[src/hdl/tmlc_pkg.sv]
// ----------------------------------------------------------------------------
// tmlc_pkg
// shared widths, reset values and register indexes of the light classifier
// ----------------------------------------------------------------------------
`timescale 1ns / 1ps

package tmlc_pkg;

  localparam int SHIFT       = 4;
  localparam int SAMPLE_BITS = 12;
  localparam int KEPT_COUNT  = (1 << SHIFT) + 2;
  localparam int IDX_W       = $clog2(KEPT_COUNT + 1);

  localparam int SUM_MAX = KEPT_COUNT * ((1 << (SAMPLE_BITS - SHIFT)) - 1);
  localparam int SUM_W   = $clog2(SUM_MAX + 1);

  localparam int THR_W    = 16;
  localparam int SERIES_W = 8;
  localparam int REF_W    = 16;
  localparam int CODE_W   = 12;
  localparam int CFG_W    = 16;
  localparam int MV_W     = 16;
  localparam int RES_W    = 16;

  // serial multiply: multiplier is at most CODE_W bits wide
  localparam int MUL_STEPS = CODE_W;
  localparam int MUL_CNT_W = $clog2(MUL_STEPS);
  localparam int PROD_W    = (SUM_W + CODE_W > SERIES_W + MV_W) ?
                             SUM_W + CODE_W : SERIES_W + MV_W;

  // serial divider sized for the wider of both divisions
  localparam int DIVISOR_W = REF_W;
  localparam int DIV_CNT_W = $clog2(PROD_W);

  localparam logic [DIVISOR_W-1:0] UV_PER_MV = DIVISOR_W'(1000);

  localparam logic [THR_W-1:0]    THR_RESET    = THR_W'(25);
  localparam logic [SERIES_W-1:0] SERIES_RESET = SERIES_W'(10);
  localparam logic [REF_W-1:0]    REF_RESET    = REF_W'(3300);
  localparam logic [CODE_W-1:0]   CODE_RESET   = CODE_W'(806);

  typedef enum logic [1:0] {
    CFG_THRESHOLD  = 2'd0,
    CFG_SERIES     = 2'd1,
    CFG_REF_MV     = 2'd2,
    CFG_CODE_TO_UV = 2'd3
  } cfg_addr_e;

endpackage

[src/hdl/tmlc_serdiv.sv]
// ----------------------------------------------------------------------------
// tmlc_serdiv
// restoring divider, one quotient bit per cycle
// ----------------------------------------------------------------------------
`timescale 1ns / 1ps

module tmlc_serdiv (
  input  logic                           clk_i,
  input  logic                           rst_ni,
  input  logic                           start_i,
  input  logic [tmlc_pkg::PROD_W-1:0]    dividend_i,
  input  logic [tmlc_pkg::DIVISOR_W-1:0] divisor_i,
  output logic                           done_o,
  output logic [tmlc_pkg::PROD_W-1:0]    quotient_o
);
  import tmlc_pkg::*;

  logic                 busy_q, busy_d;
  logic                 done_q, done_d;
  logic [DIV_CNT_W-1:0] cnt_q, cnt_d;
  logic [DIVISOR_W-1:0] rem_q, rem_d;
  logic [DIVISOR_W-1:0] dvs_q, dvs_d;
  logic [PROD_W-1:0]    quo_q, quo_d;
  logic [DIVISOR_W:0]   trial;
  logic [DIVISOR_W:0]   diff;
  logic                 fits;

  assign trial = {rem_q, quo_q[PROD_W-1]};
  assign diff  = trial - {1'b0, dvs_q};
  assign fits  = (trial >= {1'b0, dvs_q});

  always_comb begin
    busy_d = busy_q;
    done_d = 1'b0;
    cnt_d  = cnt_q;
    rem_d  = rem_q;
    dvs_d  = dvs_q;
    quo_d  = quo_q;
    if (start_i) begin
      busy_d = 1'b1;
      cnt_d  = '0;
      rem_d  = '0;
      dvs_d  = divisor_i;
      quo_d  = dividend_i;
    end else if (busy_q) begin
      // remainder stays below the divisor, so the low bits hold it
      rem_d = fits ? diff[DIVISOR_W-1:0] : trial[DIVISOR_W-1:0];
      quo_d = {quo_q[PROD_W-2:0], fits};
      cnt_d = cnt_q + 1'b1;
      if (cnt_q == DIV_CNT_W'(PROD_W - 1)) begin
        busy_d = 1'b0;
        done_d = 1'b1;
      end
    end
  end

  always_ff @(posedge clk_i or negedge rst_ni) begin
    if (!rst_ni) begin
      busy_q <= 1'b0;
      done_q <= 1'b0;
      cnt_q  <= '0;
    end else begin
      busy_q <= busy_d;
      done_q <= done_d;
      cnt_q  <= cnt_d;
    end
  end

  always_ff @(posedge clk_i) begin
    rem_q <= rem_d;
    dvs_q <= dvs_d;
    quo_q <= quo_d;
  end

  assign done_o     = done_q;
  assign quotient_o = quo_q;

endmodule

[src/hdl/trimmed_mean_light_classifier.sv]
// ----------------------------------------------------------------------------
// trimmed_mean_light_classifier
// trimmed-mean light sensor filter with day / night decision
// ----------------------------------------------------------------------------
`timescale 1ns / 1ps

// A measurement is 19 sample transfers: the first is a warm-up code and is
// dropped, the next 18 are summed as sample>>4 while min and max are tracked.
// After the 18th kept sample the input stalls while the result is computed
// bit-serially: a 12-step shift-add multiply and a 25-step restoring divide
// by 1000, then a compare. At or above the reference that is the end and the
// result is handed over. Below the reference a second 12-step multiply and a
// divide by (ref - mv) follow. Both divisions go through one shared
// one-bit-per-cycle divider. The stall grows only while the output register
// still holds an unread result. The result sits in an output register, so the
// next measurement is collected while it waits for transfer. Configuration
// writes are applied at once and should be made between measurements.

module trimmed_mean_light_classifier (
  input  logic                          clk_i,
  input  logic                          rst_ni,
  input  logic                          cfg_we_i,
  input  logic [1:0]                    cfg_addr_i,
  input  logic [tmlc_pkg::CFG_W-1:0]    cfg_wdata_i,
  input  logic                          in_valid_i,
  output logic                          in_stall_o,
  input  logic [tmlc_pkg::SAMPLE_BITS-1:0] sample_i,
  output logic                          out_valid_o,
  input  logic                          out_stall_i,
  output logic [tmlc_pkg::MV_W-1:0]     voltage_mv_o,
  output logic [tmlc_pkg::RES_W-1:0]    resistance_kohm_o,
  output logic                          is_night_o
);
  import tmlc_pkg::*;

  typedef enum logic [6:0] {
    S_COLLECT = 7'b0000001,
    S_MUL1    = 7'b0000010,
    S_DIV1    = 7'b0000100,
    S_CHECK   = 7'b0001000,
    S_MUL2    = 7'b0010000,
    S_DIV2    = 7'b0100000,
    S_OUT     = 7'b1000000
  } state_e;

  // configuration registers
  logic [THR_W-1:0]    thr_q;
  logic [SERIES_W-1:0] series_q;
  logic [REF_W-1:0]    ref_q;
  logic [CODE_W-1:0]   code_q;

  state_e state_q, state_d;

  // sample accumulation
  logic [IDX_W-1:0]       idx_q, idx_d;
  logic [SUM_W-1:0]       sum_q, sum_d;
  logic [SAMPLE_BITS-1:0] min_q, min_d, max_q, max_d;
  logic [SAMPLE_BITS-1:0] min_nxt, max_nxt;
  logic [SUM_W-1:0]       sum_nxt, avg;

  // shift-add multiplier
  logic [PROD_W-1:0]    prod_q, prod_d;
  logic [PROD_W-1:0]    mcand_q, mcand_d;
  logic [CODE_W-1:0]    mplier_q, mplier_d;
  logic [MUL_CNT_W-1:0] mcnt_q, mcnt_d;

  // divider hookup
  logic                 start_q, start_d;
  logic [DIVISOR_W-1:0] divisor;
  logic                 div_done;
  logic [PROD_W-1:0]    quotient;
  logic [MV_W-1:0]      quo_sat;

  // result
  logic [MV_W-1:0]  mv_q, mv_d;
  logic [RES_W-1:0] res_q, res_d;
  logic             night_q, night_d;
  logic             ovalid_q, ovalid_d;
  logic [MV_W-1:0]  omv_q, omv_d;
  logic [RES_W-1:0] ores_q, ores_d;
  logic             onight_q, onight_d;

  logic in_xfer;

  assign in_stall_o = (state_q != S_COLLECT);
  assign in_xfer    = in_valid_i && !in_stall_o;

  // running min / max / sum including the current sample
  always_comb begin
    if (idx_q == IDX_W'(1)) begin
      min_nxt = sample_i;
      max_nxt = sample_i;
    end else begin
      min_nxt = (sample_i < min_q) ? sample_i : min_q;
      max_nxt = (sample_i > max_q) ? sample_i : max_q;
    end
    sum_nxt = sum_q + SUM_W'(sample_i >> SHIFT);
    avg     = sum_nxt - SUM_W'(max_nxt >> SHIFT) - SUM_W'(min_nxt >> SHIFT);
  end

  // divide by 1000 for millivolts, then by the voltage left across the series resistor
  assign divisor = (state_q == S_DIV1) ? UV_PER_MV : (ref_q - mv_q);
  assign quo_sat = (|quotient[PROD_W-1:MV_W]) ? {MV_W{1'b1}} : quotient[MV_W-1:0];

  tmlc_serdiv u_div (
    .clk_i      (clk_i),
    .rst_ni     (rst_ni),
    .start_i    (start_q),
    .dividend_i (prod_q),
    .divisor_i  (divisor),
    .done_o     (div_done),
    .quotient_o (quotient)
  );

  always_comb begin
    state_d  = state_q;
    idx_d    = idx_q;
    sum_d    = sum_q;
    min_d    = min_q;
    max_d    = max_q;
    prod_d   = prod_q;
    mcand_d  = mcand_q;
    mplier_d = mplier_q;
    mcnt_d   = mcnt_q;
    start_d  = 1'b0;
    mv_d     = mv_q;
    res_d    = res_q;
    night_d  = night_q;
    ovalid_d = ovalid_q && out_stall_i;
    omv_d    = omv_q;
    ores_d   = ores_q;
    onight_d = onight_q;

    case (state_q)
      S_COLLECT: begin
        if (in_xfer) begin
          if (idx_q == '0) begin
            // warm-up conversion is dropped
            idx_d = IDX_W'(1);
          end else begin
            min_d = min_nxt;
            max_d = max_nxt;
            if (idx_q < IDX_W'(KEPT_COUNT)) begin
              sum_d = sum_nxt;
              idx_d = idx_q + 1'b1;
            end else begin
              // last kept sample: start avg * code_to_uv
              idx_d    = '0;
              sum_d    = '0;
              prod_d   = '0;
              mcand_d  = PROD_W'(avg);
              mplier_d = code_q;
              mcnt_d   = '0;
              state_d  = S_MUL1;
            end
          end
        end
      end
      S_MUL1, S_MUL2: begin
        if (mplier_q[0]) prod_d = prod_q + mcand_q;
        mcand_d  = {mcand_q[PROD_W-2:0], 1'b0};
        mplier_d = mplier_q >> 1;
        mcnt_d   = mcnt_q + 1'b1;
        if (mcnt_q == MUL_CNT_W'(MUL_STEPS - 1)) begin
          start_d = 1'b1;
          state_d = (state_q == S_MUL1) ? S_DIV1 : S_DIV2;
        end
      end
      S_DIV1: begin
        if (div_done) begin
          mv_d    = quo_sat;
          state_d = S_CHECK;
        end
      end
      S_CHECK: begin
        if (mv_q >= ref_q) begin
          // at or above the reference: clamp and call it night
          mv_d    = ref_q;
          res_d   = {RES_W{1'b1}};
          night_d = 1'b1;
          state_d = S_OUT;
        end else begin
          prod_d   = '0;
          mcand_d  = PROD_W'(mv_q);
          mplier_d = CODE_W'(series_q);
          mcnt_d   = '0;
          state_d  = S_MUL2;
        end
      end
      S_DIV2: begin
        if (div_done) begin
          res_d   = quo_sat;
          night_d = (quo_sat > thr_q);
          state_d = S_OUT;
        end
      end
      S_OUT: begin
        // hand over once the output register is free
        if (!ovalid_q || !out_stall_i) begin
          ovalid_d = 1'b1;
          omv_d    = mv_q;
          ores_d   = res_q;
          onight_d = night_q;
          state_d  = S_COLLECT;
        end
      end
      default: begin
        state_d = S_COLLECT;
      end
    endcase
  end

  always_ff @(posedge clk_i or negedge rst_ni) begin
    if (!rst_ni) begin
      state_q  <= S_COLLECT;
      idx_q    <= '0;
      sum_q    <= '0;
      start_q  <= 1'b0;
      ovalid_q <= 1'b0;
      thr_q    <= THR_RESET;
      series_q <= SERIES_RESET;
      ref_q    <= REF_RESET;
      code_q   <= CODE_RESET;
    end else begin
      state_q  <= state_d;
      idx_q    <= idx_d;
      sum_q    <= sum_d;
      start_q  <= start_d;
      ovalid_q <= ovalid_d;
      if (cfg_we_i) begin
        case (cfg_addr_e'(cfg_addr_i))
          CFG_THRESHOLD:  thr_q    <= cfg_wdata_i[THR_W-1:0];
          CFG_SERIES:     series_q <= cfg_wdata_i[SERIES_W-1:0];
          CFG_REF_MV:     ref_q    <= cfg_wdata_i[REF_W-1:0];
          CFG_CODE_TO_UV: code_q   <= cfg_wdata_i[CODE_W-1:0];
          default: ;
        endcase
      end
    end
  end

  always_ff @(posedge clk_i) begin
    min_q    <= min_d;
    max_q    <= max_d;
    prod_q   <= prod_d;
    mcand_q  <= mcand_d;
    mplier_q <= mplier_d;
    mcnt_q   <= mcnt_d;
    mv_q     <= mv_d;
    res_q    <= res_d;
    night_q  <= night_d;
    omv_q    <= omv_d;
    ores_q   <= ores_d;
    onight_q <= onight_d;
  end

  assign out_valid_o       = ovalid_q;
  assign voltage_mv_o      = omv_q;
  assign resistance_kohm_o = ores_q;
  assign is_night_o        = onight_q;

endmodule

[config.mk]
export PLATFORM = sky130hd
export DESIGN_NAME = trimmed_mean_light_classifier
export DESIGN_NICKNAME = d
export VERILOG_FILES = /design/src/hdl/tmlc_pkg.sv /design/src/hdl/tmlc_serdiv.sv /design/src/hdl/trimmed_mean_light_classifier.sv
export SDC_FILE = /design/constraint.sdc
export NUM_CORES = 1
export LEC_CHECK = 0
export CORE_ASPECT_RATIO = 1.1
export CORE_MARGIN = 2
export CORE_UTILIZATION = 53
export CTS_CLUSTER_SIZE = 25
export DETAILED_ROUTE_END_ITERATION = 10
export DONT_BUFFER_PORTS = 1
export PLACE_DENSITY = 0.73
export SLEW_MARGIN = 20
export SYNTH_ARGS = -nofsm -noshare
export SYNTH_HDL_FRONTEND = slang
export SYNTH_HIERARCHICAL = 1
export SYNTH_SLANG_ARGS = --single-unit
[constraint.sdc]
create_clock -name clk_i -period 5.6 [get_ports clk_i]
set_clock_uncertainty 0.2 [all_clocks]
set_input_delay 0.56 -clock clk_i [delete_from_list [all_inputs] [get_ports clk_i]]
set_output_delay 0.56 -clock clk_i [all_outputs]
set_load 0.03 [all_outputs]
## Word level (Yosys, flattened, before mapping)

Index checks and enable logic that the tools add are counted.

- Bits in registers: 299
- Word-level logic and storage cells: 161
- Output and inout port bits: 35

- Equal/unequal tests: 24
- Magnitude comparators: 6
- Bitwise gates (word level): 1
- Add/subtract/negate cells: 9
- Mux-type cells: 62
- Reductions and logical operators: 30

Operators by type and width:

| cell | number |
|---|---|
| $mux 25 | 11 |
| $pmux 25 s3 | 2 |
| $mux 12 | 8 |
| $mux 16 | 5 |
| $pmux 16 s2 | 2 |
| $mux 7 | 8 |
| $pmux 7 s6 | 1 |
| $pmux 12 s3 | 1 |
| $sub 16x16->16 | 2 |
| $sub 13x8->13 | 2 |
| $add 25x25->25 | 1 |
| $mux 5 | 4 |
| $ge 17x16->1 | 1 |
| $ge 16x16->1 | 1 |
| $gt 16x16->1 | 1 |
| $mux 4 | 4 |
| $ne 2x2->1 const B | 8 |
| $add 13x8->13 | 1 |
| $mux 13 | 1 |
| $gt 12x12->1 | 1 |
| $lt 12x12->1 | 1 |
| $mux 1 | 12 |
| $pmux 4 s3 | 1 |
| $reduce_and 2->1 | 6 |
| other kinds (34) | 47 |

## Depth between registers and ports, before layout

- Word-level depth: 9
- Gate-level depth with buffers: 22
- Mapped depth without buffers: 21

## Hierarchy

The synthesis kept the hierarchy.

By module, submodules not included:

| module | sequential area each (um2) | times used | cells each | area an instance (um2) |
|---|---|---|---|---|
| trimmed_mean_light_classifier | 6,682.7 | 1 | 1,216 | 13,269.0 |
| tmlc_serdiv | 1,726.7 | 1 | 336 | 3,590.9 |

## Least setup slack after synthesis

Ideal clock, no wire load.

- Kind: in2reg
- Start: in sample_i[8] (netlist bit)
- End: reg mcand_q[12] (data pin)
- Slack: 0.625 ns
- Required time: 5.133 ns
- Stages: 20
- Path buffers: 1
- Arrival: 4.508 ns
- Cells stage by stage: ha_1 o21a_1 o21ai_0 nand2b_1 a21oi_1 a21oi_1 and4_1 nor2_2 buf_2 mux2i_1 fa_1 ha_1 nor2b_1 o21a_1 o21ai_0 a21oi_1 o41ai_1 nand4_1 xnor2_1 o21ai_0

- Longest elaborated chain between the ends: 9
- Elaborated cells on any way between the ends: 13
- Those cells by class: add/sub: 3; order compare: 2; mux: 8

RTL lines:

| element | RTL line | source |
|---|---|---|
| start, declared | trimmed_mean_light_classifier.sv:27 | `input logic [tmlc_pkg::SAMPLE_BITS-1:0] sample_i,` |
| $gt 12x12->1 | trimmed_mean_light_classifier.sv:95 | `max_nxt = (sample_i > max_q) ? sample_i : max_q;` |
| $mux 12 | trimmed_mean_light_classifier.sv:95 |  |
| $mux 12 | trimmed_mean_light_classifier.sv:90 | `if (idx_q == IDX_W'(1)) begin` |
| $sub 13x8->13 | trimmed_mean_light_classifier.sv:98 | `avg = sum_nxt - SUM_W'(max_nxt >> SHIFT) - SUM_W'(min_nxt >> SHIFT);` |
| $sub 13x8->13 (*) | trimmed_mean_light_classifier.sv:98 |  |
| $mux 25 (*) | trimmed_mean_light_classifier.sv:143 | `if (idx_q < IDX_W'(KEPT_COUNT)) begin` |
| $mux 25 (*) | trimmed_mean_light_classifier.sv:137 | `if (idx_q == '0) begin` |
| $mux 25 (*) | trimmed_mean_light_classifier.sv:136 | `if (in_xfer) begin` |
| $pmux 25 s3 (*) | trimmed_mean_light_classifier.sv:134 | `case (state_q)` |
| named net mcand_d[12] | trimmed_mean_light_classifier.sv:63 | `logic [PROD_W-1:0] mcand_q, mcand_d;` |
| end signal, assigned | trimmed_mean_light_classifier.sv:246 | `mcand_q <= mcand_d;` |
| end, declared | trimmed_mean_light_classifier.sv:63 |  |

The timed path passes the listed nets; every way through them passes the cells marked *. The select of a mux whose other input is x is not followed.
A chain may end at the register's enable or synchronous reset.

## Worst setup path after layout

- Start: reg max_q[1]
- End: reg mcand_q[12] (data pin)

- Longest elaborated chain between the ends: 9

RTL lines:

| element | RTL line | source |
|---|---|---|
| start, declared | trimmed_mean_light_classifier.sv:57 | `logic [SAMPLE_BITS-1:0] min_q, min_d, max_q, max_d;` |
| start signal, assigned | trimmed_mean_light_classifier.sv:244 | `max_q <= max_d;` |
| $gt 12x12->1 | trimmed_mean_light_classifier.sv:95 |  |
| $mux 12 | trimmed_mean_light_classifier.sv:95 |  |
| $mux 12 | trimmed_mean_light_classifier.sv:90 |  |
| $sub 13x8->13 (2 in a row) | trimmed_mean_light_classifier.sv:98 |  |
| $mux 25 | trimmed_mean_light_classifier.sv:143 |  |
| $mux 25 | trimmed_mean_light_classifier.sv:137 |  |
| $mux 25 | trimmed_mean_light_classifier.sv:136 |  |
| $pmux 25 s3 | trimmed_mean_light_classifier.sv:134 |  |
| named net mcand_d[12] | trimmed_mean_light_classifier.sv:63 |  |

The timed path passes the listed nets, and every way through them passes these cells. The select of a mux whose other input is x is not followed.

==> metrics.md <==
| Metric | Value |
|---|---|
| Fmax | 0.191 GHz |
| Core area | 0.0314 mm^2 |
| Setup-failing EPs final | 0 |
| Maximum vdd drop | 0.423 mV |
| Post-route total power | 11500 uW |
| Via count | 11900 |
| Slew HR | 28.7% |
| Total GRT Usage | 24.2% |
| Worst-Margin Slew | 1.07 ns |
| First drt pass iteration count | 7 |
| Antenna Violating Nets Remaining | 0 |
| GRT overflow | 0 |
| Drt initial violations | 916 |
| Routed WL | 40000 um |
| IO buf count | 0 |
| CP required | 5.65 ns |
| CTS buffer count | 34 |
| Worst-path maximum fanout | 4 |
| Compound-gate portion of the synthesized area | 13.2% |
| Clock H-tree levels | 2 |
| Hold WC Path Type | primary input to flop |
| Shortest period the worst path allows | 5.23 ns |
| IO Count | 70 |
| Post-synthesis mux area share | 6.64% |
| Commonest non-fill, non-tap cell in the layout | edfxtp_1 |
| Most frequent cells in the layout | 197 x edfxtp_1, 133 x nand2_1, 131 x nor2_1, 118 x ha_1, 117 x inv_1 |
| Post-synthesis register bit count | 299 |
| Global-route wire length before repair | 63700 um |
| Outcome | completed |
| Simple-gate portion of the synthesized area | 13.0% |
| Gpl congestion | 0.944 |
| Syn Area/Cell | 10.9 um^2 |
| Pin count of the biggest net entering global routing | 87 |
| PD cells | 615 mW/mm^2 |
| Die Width | 174 um |
| CTS tree | done |
| Per-cell routed wire length | 19.8 um |
| # nets final | 1741 |
| Pleak | 0.00756 uW |
| Final setup margin | 0.370 ns |
| Clk buf depth | 3 |
| Syn Nets | 1717 |
| Total Die Area | 0.0333 mm^2 |
| Root Driver | clkbuf_16 |
| Synth unique cells | 83 |
| Core Rows | 68 |
| Post-synth EDFFs | 197 |
| Seq/Total Area, Yosys | 49.9% |
| Cells after synthesis | 1552 |
| Drt drc | 0 |
| Synth warn | 6 |
| Post-DP HPWL | 28400 um |
| Layout cells sized above 1 | 12.3% |
| Area grow syn2layout | 11.2% |
| TNS Setup | 0 ns |
| Critical Path Sink Type | flop |
| Synthesized area | 0.0169 mm^2 |
| Final period util | 93.4% |
| Clock Sinks | 299 |
| Vias in the first global route | 11900 |
| Prevailing post-synth register cell | edfxtp_1 |
| Fin. max-slew vios | 0 |
| RSZ-0062 raised after global routing | false |
| Synth Area in Adders | 10.2% |
| Fin util | 59.7% |
| Ys async rst share | 28.8% |
| CP startpoint kind | flop |
| Starting Density | 53.7% |
| Drt via density | 5.88 |
| Max cap viols | 0 |
| Initial antenna violation count | 1 |
| Critical path class | flop to flop |
| Clk_lat worst skew | 0.51 ns |
| CTS clk-pin slew, worst paths | 0.06 ns |
| Die Height | 191 um |
| Xor-xnor portion of the synthesized cell area | 3.27% |
| Area of placed instances | 0.0173 mm^2 |
| Critical Path AT | 5.28 ns |
| Final instance area | 0.0187 mm^2 |
| Setup Slack @ Placement | 0.0659 ns |
| Final hold violations | 0 |
| Combinational family with the most area after synthesis | compound AO/OA/AOI/OAI gates |
[per-layer routing]
metal	wire [um]	up-vias	share of wire, %	global-route usage [%]
met5	0	-	0	0
met4	1340	0	3.3	8.99
met3	2440	87	6.1	4.26
met2	19500	343	49	41.4
met1	16700	5759	42	30.9
li1	-	5685	-	-
[layout make-up]
cell class	count	area [um^2]
multi-input combinational	1087	7840
inverter	117	439
sequential	299	8410
fill	2519	12600
clock inverter	15	190
clock buffer	45	975
antenna	1	2.50
timing repair buffer	37	358
tap	420	526
[what timing repair did]
action,in CTS,in global routing
hold buffers,19,1
setup buffers,0,1
endpoints found under the setup margin,0,3
hold endpoints to repair,123,1
resized for setup,0,1
[worst max-delay path, stage by stage, from the launching register on]
cell and delay [ns]:
edfxtp_1 0.35, inv_1 0.06, ha_1 0.23, nor2b_1 0.13
o21ai_0 0.16, nand2b_1 0.07, a21oi_1 0.20, nor3_1 0.07
a2111oi_1 0.53, a2bb2oi_2 0.16, buf_4 0.17, mux2i_1 0.26
fa_1 0.46, ha_1 0.35, nor2b_1 0.16, o21a_1 0.17
o21ai_0 0.28, a21oi_1 0.16, o41ai_1 0.37, nand4_1 0.17
xnor2_1 0.17, o21ai_0 0.08
[logic make-up (layout without fill, tap and decap cells)]
group / after synthesis / in the layout
multiplexers: 102 / 102
adder cells (fa/ha/maj): 130 / 130
AND/OR/NAND/NOR: 454 / 454
other: 0 / 1
XOR/XNOR: 63 / 63
flip-flops: 299 / 299
buffers and inverters: 166 / 214
AO/OA/AOI/OAI: 338 / 338
[metrics by stage]
step	cells	hold WS [ns]
CTS	2018	0.000228
finish	2021	0.0161
global route	2020	0.00420
detailed placement	1939	0.0717
floorplan	1552	0.0644
global placement	1939	0.0717
[cells in the mapped netlist (4+ instances only)]
cell | instances | share of area [%]
edfxtp_1 | 197 | 35
nand2_1 | 134 | 3.0
nor2_1 | 131 | 2.9
ha_1 | 118 | 8.8
inv_1 | 117 | 2.6
o21ai_0 | 84 | 2.5
mux2_2 | 79 | 5.3
a21oi_1 | 77 | 2.3
dfrtp_1 | 69 | 10
xnor2_1 | 35 | 1.8
clkbuf_1 | 32 | 0.71
nand3_1 | 31 | 0.92
a21o_1 | 28 | 1.2
nor3_1 | 28 | 0.83
xor2_1 | 28 | 1.5
mux2i_1 | 23 | 1.4
nand2b_1 | 22 | 0.82
a22oi_1 | 20 | 0.89
and2_1 | 19 | 0.70
dfstp_2 | 17 | 2.6
nand4_1 | 17 | 0.63
nor2b_1 | 17 | 0.63
a211oi_1 | 16 | 0.71
dfxtp_1 | 16 | 1.9
o21a_1 | 15 | 0.67
and3_1 | 12 | 0.45
fa_1 | 12 | 1.4
a31oi_1 | 9 | 0.33
buf_2 | 9 | 0.27
nand3b_1 | 9 | 0.40
a22o_1 | 8 | 0.42
o211ai_1 | 7 | 0.31
a21boi_0 | 6 | 0.27
a311oi_1 | 6 | 0.31
o31ai_1 | 6 | 0.27
and4_1 | 5 | 0.26
nor3b_1 | 5 | 0.22
o21ai_1 | 5 | 0.15
o21bai_1 | 5 | 0.22
or3_1 | 5 | 0.19
a211o_1 | 4 | 0.21
buf_1 | 4 | 0.089
o22ai_1 | 4 | 0.15
[worst paths after layout]
| kind | from | to | slack [ns] | cells after the start |
|---|---|---|---|---|
| worst max-delay path | max_q[1] | mcand_q[12] | 0.37 | 21 |
| worst min-delay path | cfg_wdata_i[0] | series_q[0] | 0.02 | 1 |
| worst max register to register | max_q[1] | mcand_q[12] | 0.37 | 21 |
| worst min register to register | res_q[5] | resistance_kohm_o[5] | 0.22 | 0 |
| max in group asynchronous | rst_ni | u_div/busy_q | 4.31 | 2 |
| min in group asynchronous | rst_ni | start_q | 0.42 | 2 |
[power breakdown]
part / switching [uW] / leakage (uW) / total [uW] / internal [uW]
logic: 3120 / 0.00394 / 5470 / 2350
clock network: 889 / 0.000557 / 2300 / 1410
registers: 440 / 0.00306 / 3760 / 3320
total: 4450 / 0.00756 / 11500 / 7080
(Power assumes the default switching activity.)
